## src/rtl/dsh_pkg.sv

```systemverilog
// shared types, constants and field widths for the distinct sample history
// used by dsh_ctrl, dsh_datapath and distinct_sample_history_top
package dsh_pkg;

  // default sizes
  localparam int unsigned HistoryDepth = 12;
  localparam int unsigned DepthLimit   = 64;

  // field widths
  localparam int unsigned FuncW   = 2;
  localparam int unsigned AddrW   = 32;
  localparam int unsigned DepW    = 7;
  localparam int unsigned DepLimW = 8;
  localparam int unsigned SlotW   = 4;
  localparam int unsigned HitW    = 32;
  localparam int unsigned LiveW   = 4;
  localparam int unsigned TotalW  = 32;

  // stream widths
  localparam int unsigned InDataW  = 48;
  localparam int unsigned OutDataW = 112;
  localparam int unsigned OutUserW = 2;

  // operation codes
  typedef enum logic [FuncW-1:0] {
    FuncRecord = 2'd0,
    FuncClear  = 2'd1,
    FuncRead   = 2'd2,
    FuncNop    = 2'd3
  } dsh_func_e;

  // controller to datapath commands
  typedef struct packed {
    logic capture;
    logic compare;
    logic commit;
  } dsh_cmd_t;

  // one result beat
  typedef struct packed {
    logic              matched;
    logic              entry_valid;
    logic [AddrW-1:0]  entry_address;
    logic [DepW-1:0]   entry_depth;
    logic [HitW-1:0]   entry_hits;
    logic [LiveW-1:0]  live_entries;
    logic [TotalW-1:0] sample_total;
  } dsh_res_t;

endpackage

```

## src/rtl/dsh_ctrl.sv

```systemverilog
// sequencing state machine: capture, compare and update steps, output valid
// depends on dsh_pkg
module dsh_ctrl (
  input  logic              clk_i,
  input  logic              rst_ni,
  input  logic              s_valid_i,
  output logic              s_ready_o,
  output logic              m_valid_o,
  input  logic              m_ready_i,
  output dsh_pkg::dsh_cmd_t cmd_o
);
  import dsh_pkg::*;

  typedef enum logic [2:0] {
    S_IDLE    = 3'b001,
    S_COMPARE = 3'b010,
    S_UPDATE  = 3'b100
  } state_e;

  state_e state_q, state_d;
  logic   out_valid_q, out_valid_d;
  logic   commit, capture, ready;

  // update may finish once the output register is free or being drained
  assign commit  = (state_q == S_UPDATE) && (!out_valid_q || m_ready_i);
  assign ready   = (state_q == S_IDLE) || commit;
  assign capture = s_valid_i && ready;

  // next state
  always_comb begin
    state_d = state_q;
    unique case (state_q)
      S_IDLE: begin
        if (capture) state_d = S_COMPARE;
      end
      S_COMPARE: begin
        state_d = S_UPDATE;
      end
      S_UPDATE: begin
        if (commit) state_d = capture ? S_COMPARE : S_IDLE;
      end
      default: begin
        state_d = S_IDLE;
      end
    endcase
  end

  // output beat pending
  always_comb begin
    if (commit) begin
      out_valid_d = 1'b1;
    end else if (m_ready_i) begin
      out_valid_d = 1'b0;
    end else begin
      out_valid_d = out_valid_q;
    end
  end

  always_ff @(posedge clk_i or negedge rst_ni) begin
    if (!rst_ni) begin
      state_q     <= S_IDLE;
      out_valid_q <= 1'b0;
    end else begin
      state_q     <= state_d;
      out_valid_q <= out_valid_d;
    end
  end

  assign s_ready_o     = ready;
  assign m_valid_o     = out_valid_q;
  assign cmd_o.capture = capture;
  assign cmd_o.compare = (state_q == S_COMPARE);
  assign cmd_o.commit  = commit;

  // a pending beat is never overwritten before it is taken
  assert property (@(posedge clk_i) disable iff (!rst_ni)
    (out_valid_q && !m_ready_i) |-> !commit)
    else $error("result overwritten while pending");

  // a capture always leads straight into the compare step
  assert property (@(posedge clk_i) disable iff (!rst_ni)
    capture |=> (state_q == S_COMPARE))
    else $error("capture not followed by compare");

  // every compare step is followed by an update step
  assert property (@(posedge clk_i) disable iff (!rst_ni)
    (state_q == S_COMPARE) |=> (state_q == S_UPDATE))
    else $error("compare not followed by update");

endmodule

```

## src/rtl/dsh_datapath.sv

```systemverilog
// history registers, parallel address compare, counters and result register
// depends on dsh_pkg; driven by dsh_ctrl commands
module dsh_datapath #(
  parameter int unsigned HISTORY_DEPTH = dsh_pkg::HistoryDepth,
  parameter int unsigned DEPTH_LIMIT   = dsh_pkg::DepthLimit
) (
  input  logic                        clk_i,
  input  logic                        rst_ni,
  input  dsh_pkg::dsh_cmd_t           cmd_i,
  input  logic [dsh_pkg::FuncW-1:0]   func_i,
  input  logic [dsh_pkg::AddrW-1:0]   addr_i,
  input  logic [dsh_pkg::DepW-1:0]    depth_i,
  input  logic [dsh_pkg::SlotW-1:0]   slot_i,
  output dsh_pkg::dsh_res_t           res_o
);
  import dsh_pkg::*;

  localparam int unsigned IdxW = (HISTORY_DEPTH > 1) ? $clog2(HISTORY_DEPTH) : 1;
  localparam int unsigned CntW = $clog2(HISTORY_DEPTH + 1);
  localparam int unsigned CmpW = (CntW > SlotW) ? CntW : SlotW;
  localparam int unsigned SelW = (IdxW > SlotW) ? IdxW : SlotW;

  // captured operation
  dsh_func_e        func_q;
  logic [AddrW-1:0] addr_q;
  logic [DepW-1:0]  depth_q;
  logic [SlotW-1:0] slot_q;
  logic [DepW-1:0]  depth_sat;

  // history entries, newest at index 0
  logic [AddrW-1:0] slot_addr_q [HISTORY_DEPTH];
  logic [DepW-1:0]  slot_dep_q  [HISTORY_DEPTH];
  logic [HitW-1:0]  slot_hits_q [HISTORY_DEPTH];

  logic [CntW-1:0]          held_q, held_d;
  logic [TotalW-1:0]        total_q, total_d;
  logic [HISTORY_DEPTH-1:0] match_q, match_d;

  logic            is_rec, is_clear, hit, full;
  logic [HitW-1:0] hit_val, hit_inc;
  logic [SelW-1:0] sel_ext;
  logic [IdxW-1:0] rd_idx;
  logic [CmpW-1:0] held_ext;
  logic            rd_valid;
  dsh_res_t        res_d, res_q;

  // frame count clipped to the limit on capture
  assign depth_sat = ({1'b0, depth_i} > DepLimW'(DEPTH_LIMIT)) ? DepW'(DEPTH_LIMIT)
                                                               : depth_i;

  always_ff @(posedge clk_i) begin
    if (cmd_i.capture) begin
      func_q  <= dsh_func_e'(func_i);
      addr_q  <= addr_i;
      depth_q <= depth_sat;
      slot_q  <= slot_i;
    end
  end

  // compare against every live entry
  always_comb begin
    for (int i = 0; i < HISTORY_DEPTH; i++) begin
      match_d[i] = (i < int'(held_q)) && (slot_addr_q[i] == addr_q);
    end
  end

  always_ff @(posedge clk_i or negedge rst_ni) begin
    if (!rst_ni) begin
      match_q <= '0;
    end else if (cmd_i.compare) begin
      match_q <= match_d;
    end
  end

  // update decode
  assign is_rec   = (func_q == FuncRecord) && (depth_q != '0);
  assign is_clear = (func_q == FuncClear);
  assign hit      = |match_q;
  assign full     = (held_q == CntW'(HISTORY_DEPTH));

  // hit count of the matching entry, one shared incrementer
  always_comb begin
    hit_val = '0;
    for (int i = 0; i < HISTORY_DEPTH; i++) begin
      if (match_q[i]) hit_val = hit_val | slot_hits_q[i];
    end
  end
  assign hit_inc = hit_val + HitW'(1);

  // counters after the operation
  always_comb begin
    held_d  = held_q;
    total_d = total_q;
    if (is_clear) begin
      held_d  = '0;
      total_d = '0;
    end else if (is_rec) begin
      total_d = total_q + TotalW'(1);
      if (!hit && !full) held_d = held_q + CntW'(1);
    end
  end

  always_ff @(posedge clk_i or negedge rst_ni) begin
    if (!rst_ni) begin
      held_q  <= '0;
      total_q <= '0;
    end else if (cmd_i.commit) begin
      held_q  <= held_d;
      total_q <= total_d;
    end
  end

  // entry update: bump the hit or shift in a new entry
  always_ff @(posedge clk_i) begin
    if (cmd_i.commit && is_rec) begin
      if (hit) begin
        for (int i = 0; i < HISTORY_DEPTH; i++) begin
          if (match_q[i]) slot_hits_q[i] <= hit_inc;
        end
      end else begin
        for (int i = HISTORY_DEPTH - 1; i > 0; i--) begin
          slot_addr_q[i] <= slot_addr_q[i-1];
          slot_dep_q[i]  <= slot_dep_q[i-1];
          slot_hits_q[i] <= slot_hits_q[i-1];
        end
        slot_addr_q[0] <= addr_q;
        slot_dep_q[0]  <= depth_q;
        slot_hits_q[0] <= HitW'(1);
      end
    end
  end

  // read port
  assign sel_ext  = SelW'(slot_q);
  assign rd_idx   = sel_ext[IdxW-1:0];
  assign rd_valid = (func_q == FuncRead) && (CmpW'(slot_q) < CmpW'(held_q));
  assign held_ext = CmpW'(held_d);

  // result assembly
  always_comb begin
    res_d               = '0;
    res_d.matched       = is_rec && hit;
    res_d.entry_valid   = rd_valid;
    if (rd_valid) begin
      res_d.entry_address = slot_addr_q[rd_idx];
      res_d.entry_depth   = slot_dep_q[rd_idx];
      res_d.entry_hits    = slot_hits_q[rd_idx];
    end
    res_d.live_entries  = held_ext[LiveW-1:0];
    res_d.sample_total  = total_d;
  end

  always_ff @(posedge clk_i) begin
    if (cmd_i.commit) begin
      res_q <= res_d;
    end
  end

  assign res_o = res_q;

  // stored addresses stay distinct, so at most one entry matches
  assert property (@(posedge clk_i) disable iff (!rst_ni)
    $onehot0(match_q))
    else $error("more than one history entry matched");

  // fill count never exceeds the history size
  assert property (@(posedge clk_i) disable iff (!rst_ni)
    held_q <= CntW'(HISTORY_DEPTH))
    else $error("fill count beyond history size");

  // a record miss leaves a new front entry with one hit
  assert property (@(posedge clk_i) disable iff (!rst_ni)
    (cmd_i.commit && is_rec && !hit) |=> (held_q != '0) && (slot_hits_q[0] == HitW'(1)))
    else $error("inserted entry malformed");

endmodule

```

## src/rtl/distinct_sample_history_top.sv

```systemverilog
// top level of the distinct sample history: stream ports and beat packing
// depends on dsh_pkg, dsh_ctrl and dsh_datapath
//
// Keeps the most recently inserted distinct sample addresses, each with its
// frame count and a hit counter, plus a wrapping total of recorded samples.
// Every input beat (record, clear, read or no-op in tuser) yields exactly one
// output beat. An operation runs as a compare step, the registered parallel
// compare of the address against all live entries, then an update step of
// the entries and counters into the output register. The next beat is
// taken in the update step whenever the output register is free or being
// drained, overlapping the last commit but not a compare step; a stalled
// output holds the block there. No clearing pass is needed after reset.
module distinct_sample_history_top #(
  parameter int unsigned HISTORY_DEPTH = dsh_pkg::HistoryDepth,
  parameter int unsigned DEPTH_LIMIT   = dsh_pkg::DepthLimit
) (
  input  logic                           clk_i,
  input  logic                           rst_ni,
  input  logic                           s_axis_tvalid_i,
  output logic                           s_axis_tready_o,
  // sample_address[31:0], sample_depth[38:32], read_slot[42:39], zero pad
  input  logic [dsh_pkg::InDataW-1:0]    s_axis_tdata_i,
  // func[1:0]
  input  logic [dsh_pkg::FuncW-1:0]      s_axis_tuser_i,
  output logic                           m_axis_tvalid_o,
  input  logic                           m_axis_tready_i,
  // entry_address[31:0], entry_depth[38:32], entry_hits[70:39],
  // live_entries[74:71], sample_total[106:75], zero pad
  output logic [dsh_pkg::OutDataW-1:0]   m_axis_tdata_o,
  // matched[0], entry_valid[1]
  output logic [dsh_pkg::OutUserW-1:0]   m_axis_tuser_o
);
  import dsh_pkg::*;

  dsh_cmd_t cmd;
  dsh_res_t res;

  // sequencing
  dsh_ctrl u_ctrl (
    .clk_i     (clk_i),
    .rst_ni    (rst_ni),
    .s_valid_i (s_axis_tvalid_i),
    .s_ready_o (s_axis_tready_o),
    .m_valid_o (m_axis_tvalid_o),
    .m_ready_i (m_axis_tready_i),
    .cmd_o     (cmd)
  );

  // history and counters
  dsh_datapath #(
    .HISTORY_DEPTH (HISTORY_DEPTH),
    .DEPTH_LIMIT   (DEPTH_LIMIT)
  ) u_datapath (
    .clk_i   (clk_i),
    .rst_ni  (rst_ni),
    .cmd_i   (cmd),
    .func_i  (s_axis_tuser_i),
    .addr_i  (s_axis_tdata_i[31:0]),
    .depth_i (s_axis_tdata_i[38:32]),
    .slot_i  (s_axis_tdata_i[42:39]),
    .res_o   (res)
  );

  // output beat packing
  assign m_axis_tdata_o = {5'd0, res.sample_total, res.live_entries, res.entry_hits,
                           res.entry_depth, res.entry_address};
  assign m_axis_tuser_o = {res.entry_valid, res.matched};

endmodule
```

## config.mk

```make
export PLATFORM = sky130hd
export DESIGN_NAME = distinct_sample_history_top
export DESIGN_NICKNAME = d
export VERILOG_FILES = /design/src/rtl/dsh_pkg.sv /design/src/rtl/dsh_ctrl.sv /design/src/rtl/dsh_datapath.sv /design/src/rtl/distinct_sample_history_top.sv
export SDC_FILE = /design/constraint.sdc
export NUM_CORES = 2
export LEC_CHECK = 0
export ABC_AREA = 1
export BUFFER_PORTS_ARGS = -buffer_cell sky130_fd_sc_hd__buf_2
export CORE_ASPECT_RATIO = 1.4
export CORE_MARGIN = 10
export CORE_UTILIZATION = 50
export CTS_CLUSTER_SIZE = 24
export DETAILED_ROUTE_END_ITERATION = 10
export GPL_TIMING_DRIVEN = 0
export PLACE_DENSITY = 0.66
export REMOVE_ABC_BUFFERS = 1
export SLEW_MARGIN = 10
export SYNTH_ARGS = -nofsm -noshare
export SYNTH_HDL_FRONTEND = slang
export SYNTH_SLANG_ARGS = --single-unit
export TNS_END_PERCENT = 30
```

## constraint.sdc

```tcl
create_clock -name clk_i -period 10 [get_ports clk_i]
set_input_delay 2.5 -clock clk_i [delete_from_list [all_inputs] [get_ports clk_i]]
set_output_delay 2.5 -clock clk_i [all_outputs]
set_load 0.005 [all_outputs]
```

==> results_dict.tcl <==
set metrics [dict create \
    cts_resized 0 \
    cts_tree "built" \
    finalClockSkew_ps 30.9 \
    layout_min_cycle_time_ps 6810 \
    track_usage 0.283 \
    vias_per_cell 6.00 \
    ctsHoldBuffers 0 \
    antenna_found_initial 1 \
    dp_worst_setup_slack_ps 3180 \
    yosysMostFrequentCell "nand2_1" \
    cts_max_level 3 \
    cpMostUsedCell "buf_2" \
    leakage_nw 24.3 \
    timing.rr.start "u_datapath.depth_q[4]$_SDFFCE_PN0P_" \
    diodes 0 \
    hold_slack_ps 444 \
    ctsLongestPathBuffers 3 \
    final-hold-violation-count 0 \
    post_cts.repair.setup_buffers 0 \
    status "finished, final reports clean" \
    max_freq_mhz 147 \
    p_per_area_mw_per_mm2 200 \
    min_path_type "register to register" \
    relSlewSlack 0.173 \
    setup_viol_count_final 0 \
    end_kind "primary output" \
    hold_end "u_datapath.slot_dep_q[11][3]$_DFFE_PP_" \
    postRouteAntennaNets 0 \
    hpwl_um 118000 \
    grt_max_degree 137 \
    drt-initial-drc-count 5765 \
    postPlaceCellArea_mm2 0.0578 \
    worstPathArrival_ps 4310 \
    slowest_stage "inv_1" \
    synth_fa_ha_area_frac 0.00162 \
    total_power_mw 12.2 \
    start_util 0.504 \
    synth-xor-area-share 0.0346 \
    cp_slowest_stage_delay_ps 760 \
    ys_warn_count 0 \
    final_layout_size_suffix_gt1_frac 0.0976 \
    crit_buf_inv 4 \
    synth_top_family_by_area "simple AND/OR/NAND/NOR gates" \
    r2r-end "u_datapath.slot_addr_q[1][18]$_DFFE_PP_" \
    synth-main-ff-cell "edfxtp_1" \
    drc 0 \
    synth-simple-area-share 0.200 \
    nets 5964 \
    min_period_over_period 0.681 \
    grt_overflow 0 \
    synth_commonest_cells "nand2_1 (1,753), edfxtp_1 (974), o21ai_0 (579), nor2_1 (462), inv_1 (427)" \
    synthToLayoutAreaGrowth_pct 13.6 \
    clock_sinks 1058 \
    port-buffer-count 159 \
    crit_type "input port to primary output" \
    worstSetupStartpointType "input port" \
    ys_seq_elements 1058 \
    finalNonFillerCells 7434 \
    yosysUniqueCellTypes 54 \
    syn-instance-count 5881 \
    critical_path_peak_fanout 33 \
    num_io_pins 170 \
    post-route-cell-area_mm2 0.0613 \
    required_ps 7500 \
    synth_top_area_share 0.542 \
    ys_seq_area_frac 0.578 \
    min_from "u_datapath.slot_dep_q[10][3]$_DFFE_PP_" \
    rsz0062_at_grt "no" \
    die_area_mm2 0.122 \
    hold_depth 0 \
    utilization 0.572 \
    grt_pass1_wl_um 266000 \
    die_h_um 409 \
    routed_wl_um 177000 \
    cpLargestDelayFamily "buffers and inverters" \
    worst_slew_pin_slew_ps 1240 \
    crit_chain "buf_2 -> nor2_1 -> nor2_4 -> buf_12 -> inv_1 -> nand2_1 -> buf_2" \
    synthesis.area_mm2 0.0540 \
    cap_violations 0 \
    rows 142 \
    clk_pin_slew_worst_paths_ps 70 \
    clk_latency_ps 730 \
    die_x_um 298 \
    wl_per_cell_um 23.8 \
    core_area_mm2 0.107 \
    synth_compound_area_frac 0.122 \
    drt_pass1_iterations 6 \
    r2r_cells 14 \
    cts_root_buf "clkbuf_16" \
    yosys-top-cells-area "edfxtp_1 (54%), nand2_1 (12%), o21ai_0 (5.4%)" \
    tns_ps 0 \
    setup_ws_ps 3190 \
    ir_drop_mv 0.137 \
    synth.avg_cell_area_um2 9.18 \
    synth-async-reset-ratio 0.0491 \
    synth_top_cell_by_area "edfxtp_1" \
    gp_congestion 0.950 \
    vias 44600 \
    slew_viol_final 0 \
    cts_made_buffers 103 \
    grt_pass1_vias 42600 \
    synthMuxAreaShare 0.000742 \
    place_inst 7238 \
    r2r_slack_ps 4720 \
    synth_edf_count 974 \
]
how the worst max path moves through the flow:
stage	startpoint	endpoint	slack, ps	depth (start not counted)
after global routing	m_axis_tready_i	s_axis_tready_o	3000	7
final	m_axis_tready_i	s_axis_tready_o	3190	7
after floorplan	m_axis_tready_i	u_datapath.slot_hits_q[10][0]$_DFFE_PP_	-21990	7
after CTS	m_axis_tready_i	s_axis_tready_o	3190	7
after global placement	m_axis_tready_i	u_datapath.slot_hits_q[6][1]$_DFFE_PP_	-45350	8
after detailed placement	m_axis_tready_i	s_axis_tready_o	3180	7
where the power goes:
part | leakage (nW) | switching (mW) | total [mW] | internal (mW)
clock | 1.71 | 1.79 | 4.12 | 2.33
combinational | 12.9 | 1.76 | 2.63 | 0.871
sequential | 9.71 | 0.353 | 5.50 | 5.14
registers in the layout, indices dropped and copies added, names as in the netlist, 4 cells and up:
name / flops
u_datapath.slot_addr_q: 384
u_datapath.slot_hits_q: 384
u_datapath.res_o: 109
u_datapath.slot_dep_q: 84
u_datapath.addr_q: 32
u_datapath.total_q: 32
u_datapath.match_q: 12
u_datapath.depth_q: 7
u_datapath.held_q: 4
u_datapath.rd_idx: 4
worst register-to-register path, cell delays in order (launching register included):
cell	delay, ps
edfxtp_1	470
inv_1	60
nand2_1	60
nor2_1	50
nor2_1	300
nand2_1	520
inv_1	790
nand2_2	650
nor2_4	690
buf_16	250
buf_12	210
buf_12	230
buf_16	220
buf_12	240
buf_12	230
placed cells by master, fill, tap and decap left out, types with 40 or more instances in the layout:
cell,n
buf_12,40
a31oi_1,44
edfxtp_1,974
inv_1,424
o211ai_1,55
o21ai_0,579
nor3_1,87
nand4_1,45
nor2_1,460
buf_16,57
o22ai_1,143
buf_2,158
clkbuf_16,105
xor2_1,133
nand2_1,1752
a21oi_1,182
nand3_1,161
xnor2_1,80
metal layers:
metal  routed length [µm]  vias to the layer above  track usage
met5                    0                        -            0
met4                 9210                        0        0.138
met3                18100                      502       0.0531
met2                80900                     2593        0.447
met1                68800                    21400        0.373
li1                     -                    20100            -
kinds of logic (layout without fill, tap and decap cells):
| family | after synthesis | in the layout |
|---|---|---|
| and+or+nand+nor | 2638 | 2638 |
| AOI/OAI and AO/OA | 1150 | 1150 |
| DFF | 1058 | 1058 |
| buffers and inverters | 810 | 919 |
| xor gates and xnor gates | 213 | 213 |
| adders and majority gates | 7 | 7 |
| muxes | 4 | 4 |
| other | 1 | 5 |
cell type report:
class | count | area [µm²]
Tap cell | 1440 | 1800
Clock inverter | 64 | 711
Clock buffer | 132 | 2810
Fill cell | 9160 | 45800
Sequential cell | 1058 | 31200
Multi-Input combinational cell | 4017 | 19500
Timing Repair Buffer | 284 | 3580
Inverter | 439 | 1680
No activity file was read; power rests on OpenSTA's default activity.
